<file path="config.mk">
export PLATFORM = sky130hd
export DESIGN_NAME = multi_channel_oneshot_timer
export DESIGN_NICKNAME = d
export VERILOG_FILES = /design/src/design/mcot_pkg.sv /design/src/design/multi_channel_oneshot_timer.sv /design/src/design/mcot_ram.sv
export SDC_FILE = /design/constraint.sdc
export NUM_CORES = 2
export LEC_CHECK = 0
export BUFFER_PORTS_ARGS = -buffer_cell sky130_fd_sc_hd__buf_2
export CAP_MARGIN = 20
export CELL_PAD_IN_SITES_DETAIL_PLACEMENT = 1
export CELL_PAD_IN_SITES_GLOBAL_PLACEMENT = 1
export CORE_ASPECT_RATIO = 1.2
export CORE_MARGIN = 4
export CORE_UTILIZATION = 35
export CTS_BUF_LIST = sky130_fd_sc_hd__clkbuf_4
export DETAILED_ROUTE_END_ITERATION = 10
export PLACE_DENSITY_LB_ADDON = 0.1
export SLEW_MARGIN = 20
export SYNTH_ARGS = -nofsm -noshare
export SYNTH_HDL_FRONTEND = slang
export SYNTH_SLANG_ARGS = --single-unit
</file>
<file path="constraint.sdc">
create_clock -name i_clk -period 6.6 [get_ports i_clk]
set_input_delay 0.66 -clock i_clk [delete_from_list [all_inputs] [get_ports i_clk]]
set_output_delay 0.66 -clock i_clk [all_outputs]
set_load 0.03 [all_outputs]
</file>
<file path="src/design/mcot_pkg.sv">
package mcot_pkg;

    // Command codes carried on the kind field. Codes 6 and 7 behave as a query.
    localparam logic [2:0] KIND_TICK        = 3'd0;
    localparam logic [2:0] KIND_ARM_SAMPLES = 3'd1;
    localparam logic [2:0] KIND_ARM_MS      = 3'd2;
    localparam logic [2:0] KIND_COPY        = 3'd3;
    localparam logic [2:0] KIND_CLEAR       = 3'd4;
    localparam logic [2:0] KIND_QUERY       = 3'd5;

    // Configuration register indexes.
    localparam logic [1:0] CFG_TICKS_PER_MS  = 2'd0;
    localparam logic [1:0] CFG_REARM_ENABLE  = 2'd1;
    localparam logic [1:0] CFG_REARM_CHANNEL = 2'd2;
    localparam logic [1:0] CFG_REARM_MS      = 2'd3;

    localparam int unsigned CFG_DATA_W = 16;

    localparam logic [7:0]  RST_TICKS_PER_MS  = 8'd44;
    localparam logic        RST_REARM_ENABLE  = 1'b1;
    localparam logic [4:0]  RST_REARM_CHANNEL = 5'd14;
    localparam logic [15:0] RST_REARM_MS      = 16'd15;

    // Largest positive wrapping distance; also the idle value of the next-event cache.
    localparam logic [31:0] FAR_AWAY = 32'h7FFF_FFFF;

    // At most this many firings are reported per tick.
    localparam logic [5:0] RESULT_LIMIT = 6'd32;

    typedef enum logic [6:0] {
        S_IDLE = 7'b000_0001,
        S_MUL  = 7'b000_0010,
        S_ARM  = 7'b000_0100,
        S_CPY  = 7'b000_1000,
        S_WALK = 7'b001_0000,
        S_FIN  = 7'b010_0000,
        S_DONE = 7'b100_0000
    } t_state;

endpackage

</file>
<file path="src/design/multi_channel_oneshot_timer.sv">
// Sequence: an arm on a valid channel passes through the states MUL, ARM and DONE, and a copy
// between valid channels through MUL, CPY and DONE; every other command that does not walk the
// bank goes through MUL and DONE. A valid clear, or a tick whose cached next event has passed,
// walks the bank in WALK and gives its final result from FIN. One transaction at a time, and busy
// falls as the final result shows; a walk reads one deadline per cycle from the deadline memory.
// Reset (synchronous, active low) clears the active flags, parks the next-event cache far away
// and restores the configuration defaults; results are single-cycle strobes, no stalls.
module multi_channel_oneshot_timer
    import mcot_pkg::*;
#(
    parameter int CHANNELS = 32
) (
    input  logic                  i_clk,
    input  logic                  i_rst_n,
    input  logic                  start,
    output logic                  busy,
    input  logic [2:0]            i_kind,
    input  logic [31:0]           i_now,
    input  logic [4:0]            i_channel,
    input  logic [4:0]            i_source_channel,
    input  logic [23:0]           i_delay,
    input  logic                  i_cfg_we,
    input  logic [1:0]            i_cfg_index,
    input  logic [CFG_DATA_W-1:0] i_cfg_wdata,
    output logic                  o_strobe,
    output logic                  o_fired,
    output logic [4:0]            o_fired_channel,
    output logic                  o_is_set,
    output logic                  o_last
);

    // Width of a channel index, and the channel count as seen by the range checks.
    localparam int          IW       = (CHANNELS > 1) ? $clog2(CHANNELS) : 1;
    localparam logic [6:0]  NCH      = 7'(CHANNELS);
    localparam logic [IW-1:0] LAST_IDX = IW'(CHANNELS - 1);

    // ------------------------------------------------------------------
    // Registers
    // ------------------------------------------------------------------
    t_state          r_state, n_state;

    // Configuration.
    logic [7:0]      r_ticks_per_ms;
    logic            r_rearm_enable;
    logic [4:0]      r_rearm_channel;
    logic [15:0]     r_rearm_ms;

    // The transaction being worked on.
    logic [2:0]      r_kind;
    logic [31:0]     r_now;
    logic [4:0]      r_channel;
    logic [4:0]      r_source;
    logic [23:0]     r_delay;

    // Timer state. Deadlines live in the memory; the active flags are flip-flops so
    // that reset clears them at once.
    logic [CHANNELS-1:0] r_active, n_active;
    logic [31:0]     r_next_event, n_next_event;

    // Working registers of the sequencer.
    logic [31:0]     r_samples, n_samples;
    logic [IW-1:0]   r_idx, n_idx;
    logic [31:0]     r_best, n_best;
    logic [5:0]      r_count, n_count;

    // One firing is held back so that the final one of a walk can carry last.
    logic            r_pend_vld, n_pend_vld;
    logic [4:0]      r_pend_ch, n_pend_ch;
    logic            r_pend_set, n_pend_set;

    // Registered result port.
    logic            r_strobe, n_strobe;
    logic            r_fired, n_fired;
    logic [4:0]      r_fch, n_fch;
    logic            r_set, n_set;
    logic            r_last, n_last;

    // ------------------------------------------------------------------
    // Shared arithmetic
    // ------------------------------------------------------------------
    logic [31:0]     ram_rdata;
    logic            ram_we, ram_re;
    logic [IW-1:0]   ram_waddr, ram_raddr;
    logic [31:0]     ram_wdata;

    logic            accept;
    logic            is_tick;
    logic            ch_ok, src_ok;
    logic [IW-1:0]   ch_idx, src_idx;
    logic [23:0]     mul_a;
    logic [31:0]     product;
    logic [31:0]     ms_samples;
    logic [31:0]     sub_a, diff;
    logic [31:0]     add_b, sum;
    logic            act_k, fire_k, rearm_k, keep_k;
    logic [31:0]     cand_k;

    assign accept  = start && !busy;
    assign busy    = (r_state != S_IDLE);
    assign is_tick = (r_kind == KIND_TICK);

    // A channel number at or above CHANNELS addresses nothing.
    assign ch_ok   = ({2'b00, r_channel} < NCH);
    assign src_ok  = ({2'b00, r_source} < NCH);
    assign ch_idx  = IW'(r_channel);
    assign src_idx = IW'(r_source);

    // Milliseconds to samples: one 24 x 8 multiplier serves both the millisecond arm
    // and the re-arm delay, and its product saturates at the largest positive distance.
    assign mul_a      = is_tick ? {8'd0, r_rearm_ms} : r_delay;
    assign product    = {8'd0, mul_a} * {24'd0, r_ticks_per_ms};
    assign ms_samples = product[31] ? FAR_AWAY : product;

    // One subtractor gives every wrapping distance to "now": the cache's during
    // dispatch and arming, and each deadline's during the walk.
    assign sub_a = (r_state == S_WALK) ? ram_rdata : r_next_event;
    assign diff  = sub_a - r_now;

    // One adder builds every new absolute time from "now".
    assign add_b = (r_state == S_FIN) ? r_best : r_samples;
    assign sum   = r_now + add_b;

    // Per-channel decisions of the walk, for the channel whose deadline is on the
    // memory output this cycle.
    assign act_k   = r_active[r_idx];
    assign fire_k  = is_tick && act_k && diff[31];
    assign rearm_k = fire_k && r_rearm_enable && ({2'b00, r_rearm_channel} == 7'(r_idx));
    assign keep_k  = fire_k ? rearm_k : act_k;
    // A re-armed channel lies exactly its re-arm delay ahead of "now".
    assign cand_k  = rearm_k ? r_samples : diff;

    mcot_ram #(
        .WIDTH (32),
        .DEPTH (CHANNELS)
    ) u_deadline (
        .i_clk   (i_clk),
        .i_we    (ram_we),
        .i_waddr (ram_waddr),
        .i_wdata (ram_wdata),
        .i_re    (ram_re),
        .i_raddr (ram_raddr),
        .o_rdata (ram_rdata)
    );

    // ------------------------------------------------------------------
    // Sequencer
    // ------------------------------------------------------------------
    always_comb begin
        n_state      = r_state;
        n_active     = r_active;
        n_next_event = r_next_event;
        n_samples    = r_samples;
        n_idx        = r_idx;
        n_best       = r_best;
        n_count      = r_count;
        n_pend_vld   = r_pend_vld;
        n_pend_ch    = r_pend_ch;
        n_pend_set   = r_pend_set;
        n_strobe     = 1'b0;
        n_fired      = 1'b0;
        n_fch        = 5'd0;
        n_set        = 1'b0;
        n_last       = 1'b0;
        ram_we       = 1'b0;
        ram_waddr    = ch_idx;
        ram_wdata    = ram_rdata;
        ram_re       = 1'b0;
        ram_raddr    = src_idx;

        unique case (r_state)
            S_IDLE: begin
                if (accept) begin
                    n_state = S_MUL;
                end
            end

            // The product is registered here, and the command is dispatched. Walks
            // start their first memory read in this cycle.
            S_MUL: begin
                n_samples  = (r_kind == KIND_ARM_SAMPLES) ? {8'd0, r_delay} : ms_samples;
                n_idx      = '0;
                n_best     = FAR_AWAY;
                n_count    = 6'd0;
                n_pend_vld = 1'b0;
                if (is_tick) begin
                    // Walk only when the cached next event lies strictly in the past.
                    if (diff[31]) begin
                        n_state   = S_WALK;
                        ram_re    = 1'b1;
                        ram_raddr = '0;
                    end else begin
                        n_state = S_DONE;
                    end
                end else if (!ch_ok) begin
                    n_state = S_DONE;
                end else begin
                    unique case (r_kind) inside
                        KIND_ARM_SAMPLES, KIND_ARM_MS: begin
                            n_state = S_ARM;
                        end
                        KIND_COPY: begin
                            if (src_ok) begin
                                n_state = S_CPY;
                                ram_re  = 1'b1;
                            end else begin
                                n_state = S_DONE;
                            end
                        end
                        KIND_CLEAR: begin
                            n_active[ch_idx] = 1'b0;
                            n_state          = S_WALK;
                            ram_re           = 1'b1;
                            ram_raddr        = '0;
                        end
                        default: begin
                            n_state = S_DONE;
                        end
                    endcase
                end
            end

            S_ARM: begin
                ram_we           = 1'b1;
                ram_waddr        = ch_idx;
                ram_wdata        = sum;
                n_active[ch_idx] = 1'b1;
                // Pull the cache in if this deadline comes sooner than the cached one.
                if ($signed(r_samples) < $signed(diff)) begin
                    n_next_event = sum;
                end
                n_state = S_DONE;
            end

            S_CPY: begin
                ram_we           = 1'b1;
                ram_waddr        = ch_idx;
                ram_wdata        = ram_rdata;
                n_active[ch_idx] = 1'b1;
                n_state          = S_DONE;
            end

            S_WALK: begin
                if (fire_k) begin
                    n_active[r_idx] = rearm_k;
                    if (rearm_k) begin
                        ram_we    = 1'b1;
                        ram_waddr = r_idx;
                        ram_wdata = sum;
                    end
                    if (r_count < RESULT_LIMIT) begin
                        // Release the previous firing, which is now known not to be final.
                        if (r_pend_vld) begin
                            n_strobe = 1'b1;
                            n_fired  = 1'b1;
                            n_fch    = r_pend_ch;
                            n_set    = r_pend_set;
                        end
                        n_pend_vld = 1'b1;
                        n_pend_ch  = 5'(r_idx);
                        n_pend_set = rearm_k;
                        n_count    = r_count + 6'd1;
                    end
                end
                // Running minimum of the distances of the channels that stay active.
                if (keep_k && ($signed(cand_k) < $signed(r_best))) begin
                    n_best = cand_k;
                end
                if (r_idx == LAST_IDX) begin
                    n_state = S_FIN;
                end else begin
                    n_idx     = IW'(r_idx + 1'b1);
                    ram_re    = 1'b1;
                    ram_raddr = IW'(r_idx + 1'b1);
                end
            end

            // Close the walk: refresh the cache and report the held firing as final.
            // A walk that fired nothing, and every clear, ends in a plain result.
            S_FIN: begin
                n_next_event = sum;
                n_strobe     = 1'b1;
                n_fired      = r_pend_vld;
                n_fch        = r_pend_vld ? r_pend_ch : 5'd0;
                n_set        = r_pend_vld && r_pend_set;
                n_last       = 1'b1;
                n_state      = S_IDLE;
            end

            S_DONE: begin
                n_strobe = 1'b1;
                n_set    = !is_tick && ch_ok && r_active[ch_idx];
                n_last   = 1'b1;
                n_state  = S_IDLE;
            end

            default: begin
                n_state = S_IDLE;
            end
        endcase
    end

    // Control state.
    always_ff @(posedge i_clk) begin
        if (!i_rst_n) begin
            r_state         <= S_IDLE;
            r_active        <= '0;
            r_next_event    <= FAR_AWAY;
            r_pend_vld      <= 1'b0;
            r_count         <= 6'd0;
            r_strobe        <= 1'b0;
            r_ticks_per_ms  <= RST_TICKS_PER_MS;
            r_rearm_enable  <= RST_REARM_ENABLE;
            r_rearm_channel <= RST_REARM_CHANNEL;
            r_rearm_ms      <= RST_REARM_MS;
        end else begin
            r_state      <= n_state;
            r_active     <= n_active;
            r_next_event <= n_next_event;
            r_pend_vld   <= n_pend_vld;
            r_count      <= n_count;
            r_strobe     <= n_strobe;
            if (i_cfg_we) begin
                unique case (i_cfg_index)
                    CFG_TICKS_PER_MS:  r_ticks_per_ms  <= i_cfg_wdata[7:0];
                    CFG_REARM_ENABLE:  r_rearm_enable  <= i_cfg_wdata[0];
                    CFG_REARM_CHANNEL: r_rearm_channel <= i_cfg_wdata[4:0];
                    CFG_REARM_MS:      r_rearm_ms      <= i_cfg_wdata[15:0];
                    default:           r_rearm_ms      <= r_rearm_ms;
                endcase
            end
        end
    end

    // Payload registers.
    always_ff @(posedge i_clk) begin
        if (accept) begin
            r_kind    <= i_kind;
            r_now     <= i_now;
            r_channel <= i_channel;
            r_source  <= i_source_channel;
            r_delay   <= i_delay;
        end
        r_samples  <= n_samples;
        r_idx      <= n_idx;
        r_best     <= n_best;
        r_pend_ch  <= n_pend_ch;
        r_pend_set <= n_pend_set;
        r_fired    <= n_fired;
        r_fch      <= n_fch;
        r_set      <= n_set;
        r_last     <= n_last;
    end

    assign o_strobe        = r_strobe;
    assign o_fired         = r_fired;
    assign o_fired_channel = r_fch;
    assign o_is_set        = r_set;
    assign o_last          = r_last;

endmodule

</file>
<file path="src/design/mcot_ram.sv">
module mcot_ram #(
    parameter int WIDTH = 32,
    parameter int DEPTH = 32
) (
    input  logic                                   i_clk,
    input  logic                                   i_we,
    input  logic [((DEPTH > 1) ? $clog2(DEPTH) : 1)-1:0] i_waddr,
    input  logic [WIDTH-1:0]                       i_wdata,
    input  logic                                   i_re,
    input  logic [((DEPTH > 1) ? $clog2(DEPTH) : 1)-1:0] i_raddr,
    output logic [WIDTH-1:0]                       o_rdata
);

    logic [WIDTH-1:0] r_mem [DEPTH];
    logic [WIDTH-1:0] r_rdata;

    always_ff @(posedge i_clk) begin
        if (i_we) begin
            r_mem[i_waddr] <= i_wdata;
        end
        if (i_re) begin
            r_rdata <= r_mem[i_raddr];
        end
    end

    assign o_rdata = r_rdata;

endmodule

</file>
==> reports/metrics.yaml <==
status:
  outcome: "finished, violations left"
  violations: "setup timing"
place:
  placed_cell_area_sq_mm: 0.07011
  pre_cts_slack_ps: -259.4
  port_buffers: 100
  gp_congestion: 0.8185
  dp_hpwl_um: 139600
clock_tree:
  clock_path_buffers: 4
  clk_pin_slew_ps: 70
  clock-sinks: 1316
  cts_buffers: 368
  worstSkewPairLatency_ps: 1380
  h-tree-depth: 5
  cts_tree: "done"
  ctsRootBufferMaster: "clkbuf_4"
timing:
  clock_skew_ps: 119.5
  layout_min_cycle_time_ps: 6640
  fin_ws_ps: -39.60
  worst_pin_slew_ps: 1090
  rsz0062_at_grt: "true"
  setup_violations: 7
  finalMaxSlewViolations: 0
  hold_viol: 0
  slew_headroom_pct: 27.21
  fmax_ghz: 0.1506
  period_share_pct: 100.6
power_and_ir_drop:
  power_density_mw_per_mm2: 278.9
  p_leak_nw: 29.07
  ir_drop_mv: 0.2006
global_routing:
  grt_usage_pct: 23.84
  grt_pass1_wl_um: 333300
  grt_pass1_vias: 50430
  antenna_found_initial: 7
  overflow: 0
  grt_max_degree: 74
worst_setup_path:
  slowest_stage: "fa_1"
  crit_start: "r_kind[1]$_DFFE_PP_"
  crit_type: "reg -> reg"
  max_stage_delay_ps: 580
  crit_path_end_kind: "register"
  critPathMaxFanout: 8
  r2r_slack_ps: -40
  cpMostUsedCell: "fa_1"
  startpoint_type: "register"
  crit_arrival_ps: 7660
  cp.required_ps: 7620
  r2r_start: "r_kind[1]$_DFFE_PP_"
floorplanning:
  coreArea_sq_mm: 0.1795
  die_area_sq_mm: 0.1882
  die_y_um: 474.4
  die_w_um: 396.7
  io_pins: 101
  num_rows: 170
  start_util_pct: 35.35
route:
  drt_iter0_drc: 3082
  drt-pass1-iter-count: 5
  vias: 47470
  drt-total-wl_um: 227600
  drc: 0
  wl_per_cell_um: 25.52
  route.antenna.remaining_nets: 0
  routed_via_density: 5.321
min_path:
  hold_path_class: "in -> reg"
  hp-start: "i_source_channel[3]"
synthesis:
  synthCells: 5428
  netlist_area_sq_mm: 0.06346
  ys.warnings.count: 0
  ys_ff_latch: 1316
  ys_seq_area_share_pct: 60.43
  synth.avg_cell_area_sq_um: 11.69
  synth_edf_count: 1199
  synth_ff_type: "edfxtp_1"
  yosysUniqueCellTypes: 83
  synth_nets: 5834
  synthArstFlopShare_pct: 0
flow_run:
  maxCapViolations: 0
finish:
  drive_gt1_share_pct: 21.66
  nets: 6665
  final_cell_mix: "nand2_1, edfxtp_1, clkbuf_4"
  n_fill_cell: 19200
  syn2layout_area_growth_pct: 23.18
  design_area_sq_mm: 0.07816
  layout_commonest_cell: "nand2_1"
-- path summary, 6_finish.rpt --
path | depth (start not counted) | endpoint
worst max-delay path | 28 | r_samples[14]$_DFFE_PP_
worst min-delay path | 2 | r_source[3]$_DFFE_PP_
worst max register to register | 28 | r_samples[14]$_DFFE_PP_
worst min register to register | 1 | o_fired_channel[4]$_DFF_P_
-- final cells by class --
type	instances	area [sq um]	share of cell area, %
sequential	1316	38350	49.07
inverter	217	819.5	1.048
tap	2408	3013	3.855
multi-input combinational	3592	24360	31.17
timing repair buffer	764	7184	9.191
antenna	13	32.53	0.04162
clock buffer	538	4039	5.167
clock inverter	72	360.3	0.4610
-- critical path, delay by kind of cell, from the launching register on --
kind / cells / cell delay, ps
fa+ha+maj: 5 / 2360
compound gates: 8 / 1190
buf+inv: 8 / 1000
simple gates: 5 / 960
flops: 1 / 430
mux: 1 / 170
xor+xnor: 1 / 150
-- sequential cells by signal (all words and copies together) (netlist names), 24 cells and up --
register and flops:
u_deadline.r_mem 1024, r_active 32, r_best 32, r_next_event 32, r_now 32, u_deadline.o_rdata 32
r_samples 31, r_delay 24
-- what timing repair did --
item,CTS,global route
resized for setup,100,115
endpoints found under the setup margin,86,192
endpoints found under the hold margin,164,0
hold buffers,191,0
pin swaps,41,53
cloned,5,6
setup buffers,37,22
-- metal layers --
layer | wire (um) | track usage, % | share of wire (%) | vias to the layer above
li1 | - | - | - | 21560
met1 | 95620 | 30.01 | 42 | 24370
met2 | 115500 | 41.98 | 51 | 1163
met3 | 9974 | 3.944 | 4.4 | 369
met4 | 6492 | 7.217 | 2.9 | 4
met5 | 27 | 0 | 0.012 | -
-- kinds of logic (layout without fill, tap and decap cells) --
group                    Yosys count  after routing  synth area share, %
flip-flops                      1316           1316                60.43
AO/OA/AOI/OAI                    774            774                8.301
XOR/XNOR                          92             92                1.270
buffers and inverters            521           1591                3.340
other                              0             13                    0
multiplexers                     194            194                3.427
AND/OR/NAND/NOR                 2216           2217                15.44
adder cells (fa/ha/maj)          315            315                7.796
-- per-stage QoR --
stage | total power [mW] | TNS [ps] | util, % | cells | hold WS [ps]
after floorplan | 12.24 | 0 | - | 5428 | 417.6
after global placement | 13.98 | -8700 | 39.05 | 8037 | 435.4
after detailed placement | 14.02 | -13470 | 39.05 | 8037 | 438.8
after CTS | 21.80 | -1399 | 43.04 | 8879 | 16.48
after global routing | 23.07 | -11210 | 43.53 | 8913 | 63.00
final | 21.80 | -177.4 | 43.54 | 8920 | 143.8
-- synthesized netlist by cell type, drive strengths merged, types with 4 or more instances --
master / instances / area share [%]
o21bai: 11 / 0.13
inv: 216 / 1.3
clkbuf: 182 / 1.1
o311a: 4 / 0.063
o21ai: 160 / 1.3
ha: 181 / 3.6
o311ai: 41 / 0.57
nor3b: 4 / 0.047
a211o: 6 / 0.083
nor4: 8 / 0.079
a2111oi: 5 / 0.10
nor3: 30 / 0.24
nand3b: 8 / 0.095
a211oi: 10 / 0.13
xor2: 43 / 0.59
a31o: 7 / 0.097
or2: 32 / 0.32
xnor2: 49 / 0.68
or3: 17 / 0.18
dfxtp: 117 / 3.7
a21oi: 164 / 1.3
edfxtp: 1199 / 57
nand3: 329 / 2.6
and3: 44 / 0.43
nor2b: 30 / 0.30
and2: 67 / 0.66
a21boi: 4 / 0.047
fa: 134 / 4.2
nor2: 152 / 0.90
mux4: 18 / 0.64
o211ai: 26 / 0.31
a31oi: 62 / 0.61
nand4: 138 / 1.4
a32oi: 126 / 1.7
mux2i: 173 / 2.7
nand2: 1312 / 7.8
o21a: 24 / 0.28
a21o: 64 / 0.76
nand2b: 40 / 0.39
o22ai: 4 / 0.039
buf: 122 / 0.98
o31ai: 18 / 0.22
-- power breakdown --
| group | switching [mW] | leakage, nW | internal, mW |
|---|---|---|---|
| clock | 3.53 | 2.65 | 3.81 |
| sequential | 0.111 | 11.7 | 9.19 |
| combinational | 2.86 | 14.7 | 2.30 |
| total | 6.50 | 29.1 | 15.3 |
No activity file was read; power rests on OpenSTA's default activity.
